`config.mk`:
```
export PLATFORM = sky130hd
export DESIGN_NAME = ordered_dither_mono_packer
export DESIGN_NICKNAME = d
export VERILOG_FILES = /design/src/rtl/odmp_pkg.sv /design/src/rtl/odmp_front.sv /design/src/rtl/odmp_queue.sv /design/src/rtl/odmp_back.sv /design/src/rtl/ordered_dither_mono_packer.sv
export SDC_FILE = /design/constraint.sdc
export NUM_CORES = 2
export LEC_CHECK = 0
export BUFFER_PORTS_ARGS = -buffer_cell sky130_fd_sc_hd__buf_2
export CAP_MARGIN = 40
export CELL_PAD_IN_SITES_DETAIL_PLACEMENT = 1
export CELL_PAD_IN_SITES_GLOBAL_PLACEMENT = 1
export CORE_MARGIN = 3
export CORE_UTILIZATION = 55
export DETAILED_ROUTE_END_ITERATION = 7
export GPL_TIMING_DRIVEN = 0
export PLACE_DENSITY = 0.75
export SYNTH_ARGS = -nofsm -noshare
export SYNTH_HDL_FRONTEND = slang
export SYNTH_SLANG_ARGS = --single-unit
export TNS_END_PERCENT = 30
```
`constraint.sdc`:
```
create_clock -name clk -period 16.1 [get_ports clk]
set_input_delay 0.805 -clock clk [delete_from_list [all_inputs] [get_ports clk]]
set_output_delay 0.805 -clock clk [all_outputs]
set_load 0.02 [all_outputs]
```
`src/rtl/odmp_pkg.sv`:
```
// Shared types, constants and lookup tables of the ordered-dither monochrome packer.
package odmp_pkg;

	localparam int MAX_WIDTH = 1024;
	localparam int MAX_SCALE = 8;

	localparam int COL_W   = $clog2(MAX_WIDTH);
	localparam int SROW_W  = 10;
	localparam int OROW_W  = 11;
	localparam int SCALE_W = 4;
	localparam int WIDTH_W = 11;
	localparam int SKIP_W  = 4;
	localparam int BCNT_W  = 3;
	localparam int BCOL_W  = 8;
	localparam int THR_W   = 7;
	localparam int RECIP_W = 11;
	localparam int RECIP_SH = 10;
	localparam int Q_DEPTH = 4;
	localparam int Q_AW    = $clog2(Q_DEPTH);

	typedef enum logic {
		OP_PIXEL = 1'b0,
		OP_TABLE = 1'b1
	} op_t;

	typedef enum logic [1:0] {
		CFG_SCALE_MODE  = 2'd0,
		CFG_LINE_WIDTH  = 2'd1,
		CFG_WHITE_VALUE = 2'd2,
		CFG_BLACK_VALUE = 2'd3
	} cfg_reg_t;

	typedef enum logic [1:0] {
		SHIFT_NONE = 2'd0,
		SHIFT_ONE  = 2'd1,
		SHIFT_TWO  = 2'd2
	} shift_t;

	typedef struct packed {
		logic [SCALE_W-1:0] scale_mode;
		logic [WIDTH_W-1:0] line_width;
		logic               white_value;
		logic               black_value;
	} cfg_t;

	typedef struct packed {
		logic              clr_before;
		shift_t            up_shift;
		logic              lo_shift;
		logic [3:0]        bits;
		logic [1:0]        nres;
		logic              clr_up;
		logic              clr_lo;
		logic [OROW_W-1:0] row;
		logic [BCOL_W-1:0] col;
	} q_entry_t;

	typedef struct packed {
		logic [7:0]        mono_byte;
		logic [OROW_W-1:0] row;
		logic [BCOL_W-1:0] col;
		logic              last;
	} res_t;

	localparam logic [THR_W-1:0] THR4 [4][4] = '{
		'{7'd56, 7'd24, 7'd120, 7'd88},
		'{7'd96, 7'd32, 7'd64,  7'd16},
		'{7'd72, 7'd112, 7'd8,  7'd40},
		'{7'd0,  7'd80, 7'd48,  7'd104}
	};

	localparam logic [THR_W-1:0] THR8 [8][8] = '{
		'{7'd2,  7'd118, 7'd30, 7'd110, 7'd4,  7'd112, 7'd24, 7'd104},
		'{7'd66, 7'd34,  7'd94, 7'd62,  7'd68, 7'd36,  7'd88, 7'd56},
		'{7'd18, 7'd98,  7'd10, 7'd126, 7'd20, 7'd100, 7'd12, 7'd120},
		'{7'd82, 7'd50,  7'd74, 7'd42,  7'd84, 7'd52,  7'd76, 7'd44},
		'{7'd6,  7'd114, 7'd26, 7'd106, 7'd0,  7'd116, 7'd28, 7'd108},
		'{7'd70, 7'd38,  7'd90, 7'd58,  7'd64, 7'd32,  7'd92, 7'd60},
		'{7'd22, 7'd102, 7'd14, 7'd122, 7'd16, 7'd96,  7'd8,  7'd124},
		'{7'd86, 7'd54,  7'd78, 7'd46,  7'd80, 7'd48,  7'd72, 7'd40}
	};

	// Rounded-up reciprocal of the scale, exact for quotients of 7-bit values.
	function automatic logic [RECIP_W-1:0] scale_recip(input logic [SCALE_W-1:0] s);
		logic [RECIP_W-1:0] r;
		case (s)
			4'd2:    r = 11'd512;
			4'd3:    r = 11'd342;
			4'd4:    r = 11'd256;
			4'd5:    r = 11'd205;
			4'd6:    r = 11'd171;
			4'd7:    r = 11'd147;
			4'd8:    r = 11'd128;
			default: r = 11'd1024;
		endcase
		return r;
	endfunction

endpackage

```
`src/rtl/odmp_front.sv`:
```
// Front end: accepts requests, owns the grey map, tracks raster position and computes dither bits.
module odmp_front (
	input  logic                clk,
	input  logic                arst_n,
	input  odmp_pkg::cfg_t      cfg,
	input  logic                pix_valid,
	output logic                pix_stall,
	input  logic                op,
	input  logic [7:0]          pixel,
	input  logic                frame_start,
	input  logic [7:0]          table_index,
	input  logic [7:0]          table_value,
	output logic                q_push,
	output odmp_pkg::q_entry_t  q_entry,
	input  logic                q_full
);
	import odmp_pkg::*;

	logic [7:0] grey_mem [256];
	logic [7:0] grey_q;

	logic [COL_W-1:0]  col_q;
	logic [SROW_W-1:0] srow_q;
	logic [OROW_W-1:0] orow_q;
	logic [SKIP_W-1:0] cskip_q;
	logic [SKIP_W-1:0] rskip_q;
	logic [BCNT_W-1:0] bcnt_q;

	logic                 valid_s1;
	q_entry_t             ent_s1;
	logic [THR_W-1:0]     thr_s1 [4];

	logic accept;
	logic pix_acc;

	logic [COL_W-1:0]   sc;
	logic [SROW_W-1:0]  sr;
	logic [OROW_W-1:0]  orow;
	logic [SKIP_W-1:0]  cskip;
	logic [SKIP_W-1:0]  rskip;
	logic [BCNT_W-1:0]  bc;
	logic [SCALE_W-1:0] s_sat;
	logic [WIDTH_W-1:0] width_sat;
	logic               dbl;
	logic               kept;
	logic               emit1;
	logic               emit2;
	logic               line_end;
	logic [1:0]         k;
	logic [2:0]         z_up;
	logic [2:0]         z_lo;
	logic [2:0]         c0;
	logic [2:0]         c1;
	logic [SKIP_W:0]    cskip_inc;
	logic [SKIP_W:0]    rskip_inc;
	logic [SKIP_W-1:0]  cskip_step;
	logic [SKIP_W-1:0]  rskip_step;
	logic [6:0]         col_div_in;
	logic [17:0]        col_prod;

	logic [COL_W-1:0]  col_n;
	logic [SROW_W-1:0] srow_n;
	logic [OROW_W-1:0] orow_n;
	logic [SKIP_W-1:0] cskip_n;
	logic [SKIP_W-1:0] rskip_n;
	logic [BCNT_W-1:0] bcnt_n;
	q_entry_t          ent_n;
	logic [THR_W-1:0]  thr_n [4];
	logic [3:0]        dith;

	assign pix_stall = valid_s1 && q_full;
	assign accept    = pix_valid && !pix_stall;
	assign pix_acc   = accept && (op == OP_PIXEL);
	assign q_push    = valid_s1 && !q_full;

	always_ff @(posedge clk) begin
		if (accept && op == OP_TABLE) begin
			grey_mem[table_index] <= table_value;
		end
		if (pix_acc) begin
			grey_q <= grey_mem[pixel];
		end
	end

	always_comb begin
		sc    = frame_start ? '0 : col_q;
		sr    = frame_start ? '0 : srow_q;
		orow  = frame_start ? '0 : orow_q;
		cskip = frame_start ? '0 : cskip_q;
		rskip = frame_start ? '0 : rskip_q;
		bc    = frame_start ? '0 : bcnt_q;

		s_sat     = (cfg.scale_mode > SCALE_W'(MAX_SCALE)) ? SCALE_W'(MAX_SCALE) : cfg.scale_mode;
		width_sat = (cfg.line_width > WIDTH_W'(MAX_WIDTH)) ? WIDTH_W'(MAX_WIDTH) : cfg.line_width;
		dbl       = (s_sat == '0);

		k    = bc[1:0];
		z_up = {sr[1:0], 1'b0};
		z_lo = {sr[1:0], 1'b1};
		c0   = {k, 1'b0};
		c1   = {k, 1'b1};

		thr_n[0] = dbl ? THR8[z_up][c0] : THR4[orow[1:0]][bc[1:0]];
		thr_n[1] = THR8[z_up][c1];
		thr_n[2] = THR8[z_lo][c0];
		thr_n[3] = THR8[z_lo][c1];

		kept     = (rskip == '0) && (cskip == '0);
		emit1    = !dbl && kept && (bc == BCNT_W'(7));
		emit2    = dbl && (k == 2'd3);
		line_end = ((WIDTH_W'(sc) + WIDTH_W'(1)) >= width_sat);

		cskip_inc  = {1'b0, cskip} + (SKIP_W+1)'(1);
		rskip_inc  = {1'b0, rskip} + (SKIP_W+1)'(1);
		cskip_step = (cskip_inc >= {1'b0, s_sat}) ? '0 : cskip_inc[SKIP_W-1:0];
		rskip_step = (rskip_inc >= {1'b0, s_sat}) ? '0 : rskip_inc[SKIP_W-1:0];

		col_div_in = sc[COL_W-1:3];
		col_prod   = 18'(col_div_in) * 18'(scale_recip(s_sat));

		if (dbl) begin
			bcnt_n  = emit2 ? '0 : BCNT_W'({1'b0, k} + 3'd1);
			cskip_n = cskip;
		end else begin
			bcnt_n  = emit1 ? '0 : (kept ? bc + BCNT_W'(1) : bc);
			cskip_n = cskip_step;
		end

		col_n   = sc + COL_W'(1);
		srow_n  = sr;
		orow_n  = orow;
		rskip_n = rskip;
		if (line_end) begin
			col_n   = '0;
			cskip_n = '0;
			bcnt_n  = '0;
			srow_n  = sr + SROW_W'(1);
			if (dbl) begin
				orow_n = orow + OROW_W'(2);
			end else begin
				orow_n  = (rskip == '0) ? orow + OROW_W'(1) : orow;
				rskip_n = rskip_step;
			end
		end

		ent_n.clr_before = frame_start;
		ent_n.up_shift   = dbl ? SHIFT_TWO : (kept ? SHIFT_ONE : SHIFT_NONE);
		ent_n.lo_shift   = dbl;
		ent_n.bits       = '0;
		ent_n.nres       = emit2 ? 2'd2 : (emit1 ? 2'd1 : 2'd0);
		ent_n.clr_up     = emit1 || emit2 || line_end;
		ent_n.clr_lo     = emit2 || line_end;
		ent_n.row        = orow;
		ent_n.col        = dbl ? BCOL_W'(sc[COL_W-1:2]) : BCOL_W'(col_prod[RECIP_SH+6:RECIP_SH]);
	end

	always_ff @(posedge clk or negedge arst_n) begin
		if (!arst_n) begin
			col_q    <= '0;
			srow_q   <= '0;
			orow_q   <= '0;
			cskip_q  <= '0;
			rskip_q  <= '0;
			bcnt_q   <= '0;
			valid_s1 <= 1'b0;
		end else begin
			if (pix_acc) begin
				col_q   <= col_n;
				srow_q  <= srow_n;
				orow_q  <= orow_n;
				cskip_q <= cskip_n;
				rskip_q <= rskip_n;
				bcnt_q  <= bcnt_n;
			end
			if (pix_acc) begin
				valid_s1 <= 1'b1;
			end else if (q_push) begin
				valid_s1 <= 1'b0;
			end
		end
	end

	always_ff @(posedge clk) begin
		if (pix_acc) begin
			ent_s1 <= ent_n;
			for (int i = 0; i < 4; i++) begin
				thr_s1[i] <= thr_n[i];
			end
		end
	end

	always_comb begin
		for (int i = 0; i < 4; i++) begin
			dith[3-i] = (grey_q > {1'b0, thr_s1[i]}) ? cfg.white_value : cfg.black_value;
		end
		q_entry      = ent_s1;
		q_entry.bits = dith;
	end

endmodule

```
`src/rtl/odmp_queue.sv`:
```
// Short first-in first-out queue of classified pixels between the front and back ends.
module odmp_queue (
	input  logic               clk,
	input  logic               arst_n,
	input  logic               push,
	input  odmp_pkg::q_entry_t din,
	output logic               full,
	input  logic               pop,
	output odmp_pkg::q_entry_t dout,
	output logic               valid
);
	import odmp_pkg::*;

	q_entry_t        store [Q_DEPTH];
	logic [Q_AW-1:0] wr_ptr_q;
	logic [Q_AW-1:0] rd_ptr_q;
	logic [Q_AW:0]   count_q;

	assign full  = (count_q == (Q_AW+1)'(Q_DEPTH));
	assign valid = (count_q != '0);
	assign dout  = store[rd_ptr_q];

	always_ff @(posedge clk) begin
		if (push) begin
			store[wr_ptr_q] <= din;
		end
	end

	always_ff @(posedge clk or negedge arst_n) begin
		if (!arst_n) begin
			wr_ptr_q <= '0;
			rd_ptr_q <= '0;
			count_q  <= '0;
		end else begin
			if (push) begin
				wr_ptr_q <= wr_ptr_q + Q_AW'(1);
			end
			if (pop) begin
				rd_ptr_q <= rd_ptr_q + Q_AW'(1);
			end
			if (push && !pop) begin
				count_q <= count_q + (Q_AW+1)'(1);
			end else if (pop && !push) begin
				count_q <= count_q - (Q_AW+1)'(1);
			end
		end
	end

endmodule

```
`src/rtl/odmp_back.sv`:
```
// Back end: packs dither bits into bytes and holds finished bytes in a two-slot output buffer.
module odmp_back (
	input  logic                 clk,
	input  logic                 arst_n,
	input  logic                 q_valid,
	input  odmp_pkg::q_entry_t   q_entry,
	output logic                 q_pop,
	output logic                 byte_valid,
	input  logic                 byte_stall,
	output logic [7:0]           mono_byte,
	output logic [10:0]          out_row,
	output logic [7:0]           byte_column,
	output logic                 last
);
	import odmp_pkg::*;

	logic [7:0] upper_q;
	logic [7:0] lower_q;
	logic [1:0] cnt_q;
	res_t       slot0_q;
	res_t       slot1_q;

	logic       out_acc;
	logic [1:0] rem;
	logic [1:0] npush;
	logic [7:0] u0;
	logic [7:0] u1;
	logic [7:0] l0;
	logic [7:0] l1;
	res_t       r0;
	res_t       r1;
	res_t       sh0;

	assign byte_valid  = (cnt_q != 2'd0);
	assign mono_byte   = slot0_q.mono_byte;
	assign out_row     = slot0_q.row;
	assign byte_column = slot0_q.col;
	assign last        = slot0_q.last;

	always_comb begin
		out_acc = byte_valid && !byte_stall;
		rem     = cnt_q - {1'b0, out_acc};
		q_pop   = q_valid && (({1'b0, rem} + {1'b0, q_entry.nres}) <= 3'd2);
		npush   = q_pop ? q_entry.nres : 2'd0;

		u0 = q_entry.clr_before ? 8'd0 : upper_q;
		l0 = q_entry.clr_before ? 8'd0 : lower_q;
		case (q_entry.up_shift)
			SHIFT_ONE: u1 = {u0[6:0], q_entry.bits[3]};
			SHIFT_TWO: u1 = {u0[5:0], q_entry.bits[3:2]};
			default:   u1 = u0;
		endcase
		l1 = q_entry.lo_shift ? {l0[5:0], q_entry.bits[1:0]} : l0;

		r0.mono_byte = u1;
		r0.row       = q_entry.row;
		r0.col       = q_entry.col;
		r0.last      = (q_entry.nres == 2'd1);
		r1.mono_byte = l1;
		r1.row       = q_entry.row + OROW_W'(1);
		r1.col       = q_entry.col;
		r1.last      = 1'b1;

		sh0 = out_acc ? slot1_q : slot0_q;
	end

	always_ff @(posedge clk or negedge arst_n) begin
		if (!arst_n) begin
			upper_q <= '0;
			lower_q <= '0;
			cnt_q   <= '0;
		end else begin
			cnt_q <= rem + npush;
			if (q_pop) begin
				upper_q <= q_entry.clr_up ? 8'd0 : u1;
				lower_q <= q_entry.clr_lo ? 8'd0 : l1;
			end
		end
	end

	always_ff @(posedge clk) begin
		slot0_q <= (rem == 2'd0 && npush != 2'd0) ? r0 : sh0;
		if (rem == 2'd0 && npush == 2'd2) begin
			slot1_q <= r1;
		end else if (rem == 2'd1 && npush != 2'd0) begin
			slot1_q <= r0;
		end
	end

	a_cnt_bound: assert property (@(posedge clk) disable iff (!arst_n)
		cnt_q <= 2'd2)
		else $error("output buffer count out of range");

	a_pair_fits: assert property (@(posedge clk) disable iff (!arst_n)
		q_pop && q_entry.nres == 2'd2 |-> rem == 2'd0)
		else $error("byte pair pushed into an occupied buffer");

	a_pop_valid: assert property (@(posedge clk) disable iff (!arst_n)
		q_pop |-> q_valid)
		else $error("pop from an empty queue");

	a_pair_follows: assert property (@(posedge clk) disable iff (!arst_n)
		byte_valid && !byte_stall && !last |=> byte_valid)
		else $error("second byte of a pair missing");

endmodule

```
`src/rtl/ordered_dither_mono_packer.sv`:
```
// Top level of the ordered-dither monochrome packer with its configuration registers.
//
// Pixel channel (pix_valid / pix_stall): one request per cycle, either a source grey
// pixel in raster order (op = 0) or a grey map write (op = 1). A request is taken at
// a rising edge with pix_valid high and pix_stall low.
// Byte channel (byte_valid / byte_stall): packed monochrome bytes with their output
// row and byte column; last marks the final byte caused by one pixel.
// Configuration channel (cfg_valid / cfg_ready): always ready; write only while idle.
// Throughput is one request per cycle while pix_stall is low. Double mode gives two
// bytes per four pixels and reduce mode one byte per eight kept pixels, both below
// the one-byte-per-cycle output. A byte passes from the request that completes it
// through a grey map read, a threshold compare into a four-entry queue and bit
// packing into a two-slot output buffer.
// When the receiver stalls, bytes wait in the output buffer and the queue fills; the
// pixel channel stalls once the queue is full and the compare stage holds a pixel.
// Reset clears all counters, the packing state and the buffers, and loads the
// configuration defaults. The grey map is not cleared and must be written before use.
module ordered_dither_mono_packer (
	input  logic        clk,
	input  logic        arst_n,
	input  logic        cfg_valid,
	output logic        cfg_ready,
	input  logic [1:0]  cfg_index,
	input  logic [10:0] cfg_data,
	input  logic        pix_valid,
	output logic        pix_stall,
	input  logic        op,
	input  logic [7:0]  pixel,
	input  logic        frame_start,
	input  logic [7:0]  table_index,
	input  logic [7:0]  table_value,
	output logic        byte_valid,
	input  logic        byte_stall,
	output logic [7:0]  mono_byte,
	output logic [10:0] out_row,
	output logic [7:0]  byte_column,
	output logic        last
);
	import odmp_pkg::*;

	cfg_t     cfg_q;
	logic     q_push;
	logic     q_full;
	logic     q_pop;
	logic     q_valid;
	q_entry_t q_din;
	q_entry_t q_dout;

	assign cfg_ready = 1'b1;

	always_ff @(posedge clk or negedge arst_n) begin
		if (!arst_n) begin
			cfg_q.scale_mode  <= SCALE_W'(1);
			cfg_q.line_width  <= WIDTH_W'(320);
			cfg_q.white_value <= 1'b1;
			cfg_q.black_value <= 1'b0;
		end else if (cfg_valid && cfg_ready) begin
			unique case (cfg_reg_t'(cfg_index))
				CFG_SCALE_MODE:  cfg_q.scale_mode  <= cfg_data[SCALE_W-1:0];
				CFG_LINE_WIDTH:  cfg_q.line_width  <= cfg_data[WIDTH_W-1:0];
				CFG_WHITE_VALUE: cfg_q.white_value <= cfg_data[0];
				CFG_BLACK_VALUE: cfg_q.black_value <= cfg_data[0];
				default: ;
			endcase
		end
	end

	odmp_front u_front (
		.clk         (clk),
		.arst_n      (arst_n),
		.cfg         (cfg_q),
		.pix_valid   (pix_valid),
		.pix_stall   (pix_stall),
		.op          (op),
		.pixel       (pixel),
		.frame_start (frame_start),
		.table_index (table_index),
		.table_value (table_value),
		.q_push      (q_push),
		.q_entry     (q_din),
		.q_full      (q_full)
	);

	odmp_queue u_queue (
		.clk    (clk),
		.arst_n (arst_n),
		.push   (q_push),
		.din    (q_din),
		.full   (q_full),
		.pop    (q_pop),
		.dout   (q_dout),
		.valid  (q_valid)
	);

	odmp_back u_back (
		.clk         (clk),
		.arst_n      (arst_n),
		.q_valid     (q_valid),
		.q_entry     (q_dout),
		.q_pop       (q_pop),
		.byte_valid  (byte_valid),
		.byte_stall  (byte_stall),
		.mono_byte   (mono_byte),
		.out_row     (out_row),
		.byte_column (byte_column),
		.last        (last)
	);

endmodule

```
Word level (Yosys, flattened, before mapping)
Memories as Yosys holds them, arrays and structs flattened. A register that Yosys moved wholly into a read port is not among the register bits. Cells that the tools add are included.

Add/sub/neg operators: 17. Multiply operators: 1. Order comparisons: 16. Equal/unequal tests: 18. Multiplexer cells: 76. Bitwise gates (word level): 7. Reductions and logical operators: 41.

Operators by type and width (number): $mux 56 (4); $mux 28 (6); $bmux 7 s3 (4); $mux 7 (12); $pmux 11 s7 (1); $bmux 28 s2 (1); $mux 11 (5); $mux 10 (4); $mux 8 (5); $mux 4 (9); $gt 8x7->1 (4); $mux 3 (8); $add 11x1->11 const B (2); $add 10x1->10 const B (2); $mul 7x11->17 (1); $eq 4x3->1 const B (4); $ge 4x4->1 const B (4); $logic_and 1x1->1 (16); $not 3->4 (4); $pmux 8 s2 (1); $bmux 7 s2 (1); $mux 1 (14); $logic_not 4->1 (3); $reduce_bool 2->1 (6); other kinds (29) (55).

Register bits: 168. RAM bits: 2200. Memory bits (read-only): 896. Input bits: 44. Word-level logic and storage cells: 215. Memories kept: 5.

Memories: u_front.grey_mem (depth 256, bits a word 8, read ports 1, clocked after memory_dff 1, write ports 1, RTL line odmp_front.sv:19) `logic [7:0] grey_mem [256];`; (name not given) (depth 8, bits a word 56, read ports 1, clocked after memory_dff 0, write ports 0, RTL line odmp_front.sv:103) `thr_n[0] = dbl ? THR8[z_up][c0] : THR4[orow[1:0]][bc[1:0]];`; (name not given) (depth 8, bits a word 56, read ports 1, clocked after memory_dff 0, write ports 0, RTL line odmp_front.sv:105) `thr_n[2] = THR8[z_lo][c0];`; u_queue.store (depth 4, bits a word 31, read ports 1, clocked after memory_dff 0, write ports 1, RTL line odmp_queue.sv:14) `q_entry_t store [Q_DEPTH];`; u_front.thr_s1 (depth 4, bits a word 7, read ports 4, clocked after memory_dff 0, write ports 4, RTL line odmp_front.sv:31) `logic [THR_W-1:0] thr_s1 [4];`.

Longest topological paths before layout
Depth in word-level cells: 11. Depth in mapped cells: 22. Gate-level depth less buffers: 21.

By module
Synthesis repeated with hierarchy kept, for this count alone.

Cell total of the unflattened synthesis: 4810. Area total of the unflattened synthesis: 94441.8 um^2.

Modules (own cells, without submodules): odmp_front (instances 1, cells each 4291, area an instance 85206.7 um^2); odmp_queue (instances 1, cells each 196, area an instance 4911.0 um^2); odmp_back (instances 1, cells each 282, area an instance 3590.9 um^2); ordered_dither_mono_packer (instances 1, cells each 41, area an instance 733.2 um^2).

Worst setup path after synthesis
No wires, ideal clock.

Path kind: input port to flip-flop. Start: input port frame_start. End: register u_front.ent_s1 (netlist bit u_front.q_entry[6]), data pin. Library setup time: 0.266 ns. Data arrival time: 5.563 ns. Required time: 15.834 ns. Slack: 10.271 ns. Stages: 22. Buffers on the path: 4. Cells stage by stage: clkbuf_1 > clkbuf_1 > clkbuf_1 > buf_2 > nor2b_1 > nand2_1 > fa_1 > fa_1 > inv_1 > fa_1 > inv_1 > fa_1 > inv_1 > ha_1 > nor4_1 > o31a_1 > a2111oi_2 > a2111o_1 > o41ai_2 > o21bai_1 > xnor2_1 > o21ai_1.

RTL lines: start, declared (RTL line ordered_dither_mono_packer.sv:29) `input logic frame_start,`; end signal, assigned (RTL line odmp_front.sv:185) `ent_s1 <= ent_n;`; end, declared (RTL line odmp_front.sv:30) `q_entry_t ent_s1;`.

==> results.json <==
{
  "outcome": "complete, but fails checks",
  "violations": "design-rule violations",
  "holdWs_ns": 0.181,
  "fp.dieW_um": 420,
  "power.leakage_nw": 34.3,
  "grt_pass1_wl_mm": 390,
  "drtAntennaViolNets": 0,
  "synthFlopType": "edfxtp_1",
  "grt_pass1_vias": 53500,
  "clkSinkCount": 2352,
  "core_mm2": 0.170,
  "synth_area_mm2": 0.0941,
  "track_usage": 0.313,
  "swShare": 0.244,
  "htreeDepth": 4,
  "rsz0062_at_grt": "no",
  "cts_tree": "yes",
  "clk_latency_ns": 0.87,
  "synth_nets": 4974,
  "dp_hpwl_mm": 181,
  "final_layout_size_suffix_gt1_frac": 0.225,
  "avgViaCountPerCell": 6.74,
  "cts.repair.resized": 0,
  "seqPwrFrac": 0.503,
  "clkSlewWorstSetupHoldPaths_ns": 0.06,
  "drc": 27,
  "crit_start": "frame_start",
  "min_period_over_period": 0.443,
  "ys_types": 69,
  "switching_power_w": 0.00341,
  "area.growth.synth_to_final_pct": 12.9,
  "syn_area_per_cell_um2": 19.6,
  "tightest_slew_ns": 1.10,
  "rows": 151,
  "cellPowerDensity_mw_per_mm2": 131,
  "max_slew_margin": 0.260,
  "grt_overflow_total": 0,
  "setup_tns_ns": 0,
  "skew_ns": 0.0329,
  "max-cap-violations": 0,
  "vias": 51500,
  "root_buffer": "clkbuf_16",
  "comb_power_share": 0.114,
  "final_nets": 5392,
  "ys_seq_area_frac": 0.746,
  "cp.arrival_ns": 7.71,
  "hold_start": "cfg_data[5]",
  "slew_violations": 0,
  "fmax_ghz": 0.140,
  "gp_congestion": 0.950,
  "synth-edff-count": 2274,
  "start_kind": "input port",
  "die_h_um": 420,
  "ys_seq_elements": 2352,
  "post_drt_wl_per_cell_um": 35.5,
  "period_needed_ns": 7.14,
  "cp_data_required_time_ns": 16.67,
  "synth_warnings": 0,
  "critPathMaxFanout": 10,
  "portBuffers": 70,
  "start_util": 0.555,
  "drtIter0Drc": 7947,
  "rr_startpoint": "cfg_q[15]$_DFFE_PN0P_",
  "clock_power_share": 0.384,
  "place_ws_ns": 8.25,
  "setup_ws_ns": 8.96,
  "drt_wl_total_mm": 271,
  "die-area_mm2": 0.176,
  "peakVddDrop_mv": 0.111,
  "cts_buffers": 229,
  "ios": 75,
  "setup_violations": 0,
  "grt_max_degree": 157,
  "antenna_found_initial": 12,
  "endpoint_kind": "flop",
  "clock_path_buffers": 3,
  "synthArstFlopShare": 0.0327,
  "synth_cells": 4803,
  "first_pass_iters": 8,
  "hold_violations": 0,
  "criticalPathCategory": "in2reg",
  "hp-class": "in2reg",
  "intPower_w": 0.0105
}
-- final timing paths --
path	slack (ns)	cells after the start	end
max	8.96	23	u_front.q_entry[6]$_DFFE_PP_
min	0.18	2	cfg_q[7]$_DFFE_PN0P_
max reg2reg	9.37	21	u_front.q_entry[6]$_DFFE_PP_
min reg2reg	0.48	2	u_front.bcnt_q[2]$_DFFE_PN0P_
max in group asynchronous	15.02	3	cfg_q[8]$_DFFE_PN1P_
min in group asynchronous	0.38	2	u_queue.wr_ptr_q[1]$_DFFE_PN0P_
-- routing by layer --
layer,vias to the layer above,GRT usage,routed length [µm]
met5,-,0.0247,549
met4,12,0.127,12500
li1,20400,-,-
met1,27100,0.429,102000
met3,665,0.0925,30900
met2,3291,0.475,125000
-- Yosys cell counts (40+ instances only) --
cell / instances / area (µm²)
a21oi_1: 163 / 816
a22oi_1: 266 / 2000
buf_2: 51 / 255
clkbuf_1: 170 / 638
dfrtp_1: 73 / 1830
edfxtp_1: 2274 / 68300
fa_1: 44 / 881
ha_1: 83 / 1040
inv_1: 92 / 345
mux2_2: 47 / 529
mux4_2: 543 / 12200
nand2_1: 131 / 492
nor2_1: 368 / 1380
nor2b_1: 40 / 250
o21ai_0: 43 / 215
-- registers in the layout (all words and copies together) (netlist names), 4 cells and up --
name and flops:
cfg_q 17, u_back.byte_column 8, u_back.lower_q 8, u_back.mono_byte 8, u_back.out_row 11, u_back.slot1_q 28
u_back.upper_q 8, u_front.col_q 10, u_front.cskip_q 4, u_front.grey_mem 2048, u_front.grey_q 8, u_front.orow_q 11
u_front.q_entry 27, u_front.rskip_q 4, u_front.thr_s1 12, u_queue.store 124
-- through the flow --
stage	power (W)	std cells	util	cell area, µm²
6_report	0.0139	7639	0.626	106000
5_1_grt	0.0144	7633	0.626	106000
4_1_cts	0.0140	7612	0.625	106000
3_5_place_dp	0.00870	7193	0.582	98700
3_3_place_gp	0.00862	7091	0.573	97300
2_1_floorplan	0.00807	4803	-	94100
-- logic make-up (layout without fill, tap and decap cells) --
kind of cell / after synthesis / count (layout) / synth area share
buffers and inverters: 368 / 973 / 0.0163
other: 1 / 14 / 0.0000398
xor gates and xnor gates: 43 / 43 / 0.00400
and+or+nand+nor: 726 / 726 / 0.0346
AOI/OAI and AO/OA: 582 / 582 / 0.0415
DFF: 2352 / 2352 / 0.746
adders and majority gates: 127 / 127 / 0.0204
muxes: 604 / 604 / 0.137
-- worst max-delay path: stages --
cell	delay, ns
buf_2	0.21
clkbuf_1	0.43
clkbuf_1	0.56
clkbuf_1	0.65
buf_2	0.43
nor2b_1	0.23
nand2_1	0.14
fa_1	0.42
fa_1	0.50
inv_1	0.05
fa_1	0.47
inv_1	0.06
fa_1	0.49
inv_1	0.04
ha_1	0.19
nor4_1	0.43
o31a_1	0.35
a2111oi_2	0.09
a2111o_1	0.45
o41ai_2	0.32
o21bai_1	0.13
xnor2_1	0.15
o21ai_1	0.09
-- layout by cell type (no fill, tap or decap), types with 47 or more instances in the layout --
| cell type | n |
|---|---|
| clkbuf_16 | 233 |
| buf_2 | 122 |
| a22oi_1 | 266 |
| nor2_1 | 367 |
| edfxtp_1 | 2274 |
| inv_1 | 92 |
| buf_4 | 52 |
| clkbuf_1 | 199 |
| dfrtp_1 | 73 |
| a21oi_1 | 163 |
| mux2_2 | 47 |
| mux4_2 | 543 |
| clkinv_2 | 53 |
| nand2_1 | 131 |
| ha_1 | 83 |
-- area by class of cell --
cell class / instances / area [µm²]
flip-flops and latches: 2352 / 70200
fillers: 14300 / 63400
multi-input cells: 2083 / 22400
clock buffers: 277 / 6020
well taps: 2218 / 2780
repair buffers: 187 / 1870
clock inverters: 141 / 1390
plain buffers: 272 / 1190
inverters: 96 / 360
diodes: 13 / 32.5
-- power groups by stage --
stage	clock, W	sequential (W)	combinational [W]
after global routing	0.00565	0.00703	0.00170
after CTS	0.00539	0.00701	0.00157
after global placement	0	0.00715	0.00147
final	0.00535	0.00701	0.00158
after floorplan	0	0.00717	0.000903
after detailed placement	0	0.00714	0.00156
-- timing repair --
item | in CTS | in global routing
endpoints found under the setup margin | 0 | 0
hold buffers | 1 | 0
setup buffers | 0 | 0
endpoints found under the hold margin | 17 | 0
(Power assumes the default switching activity.)
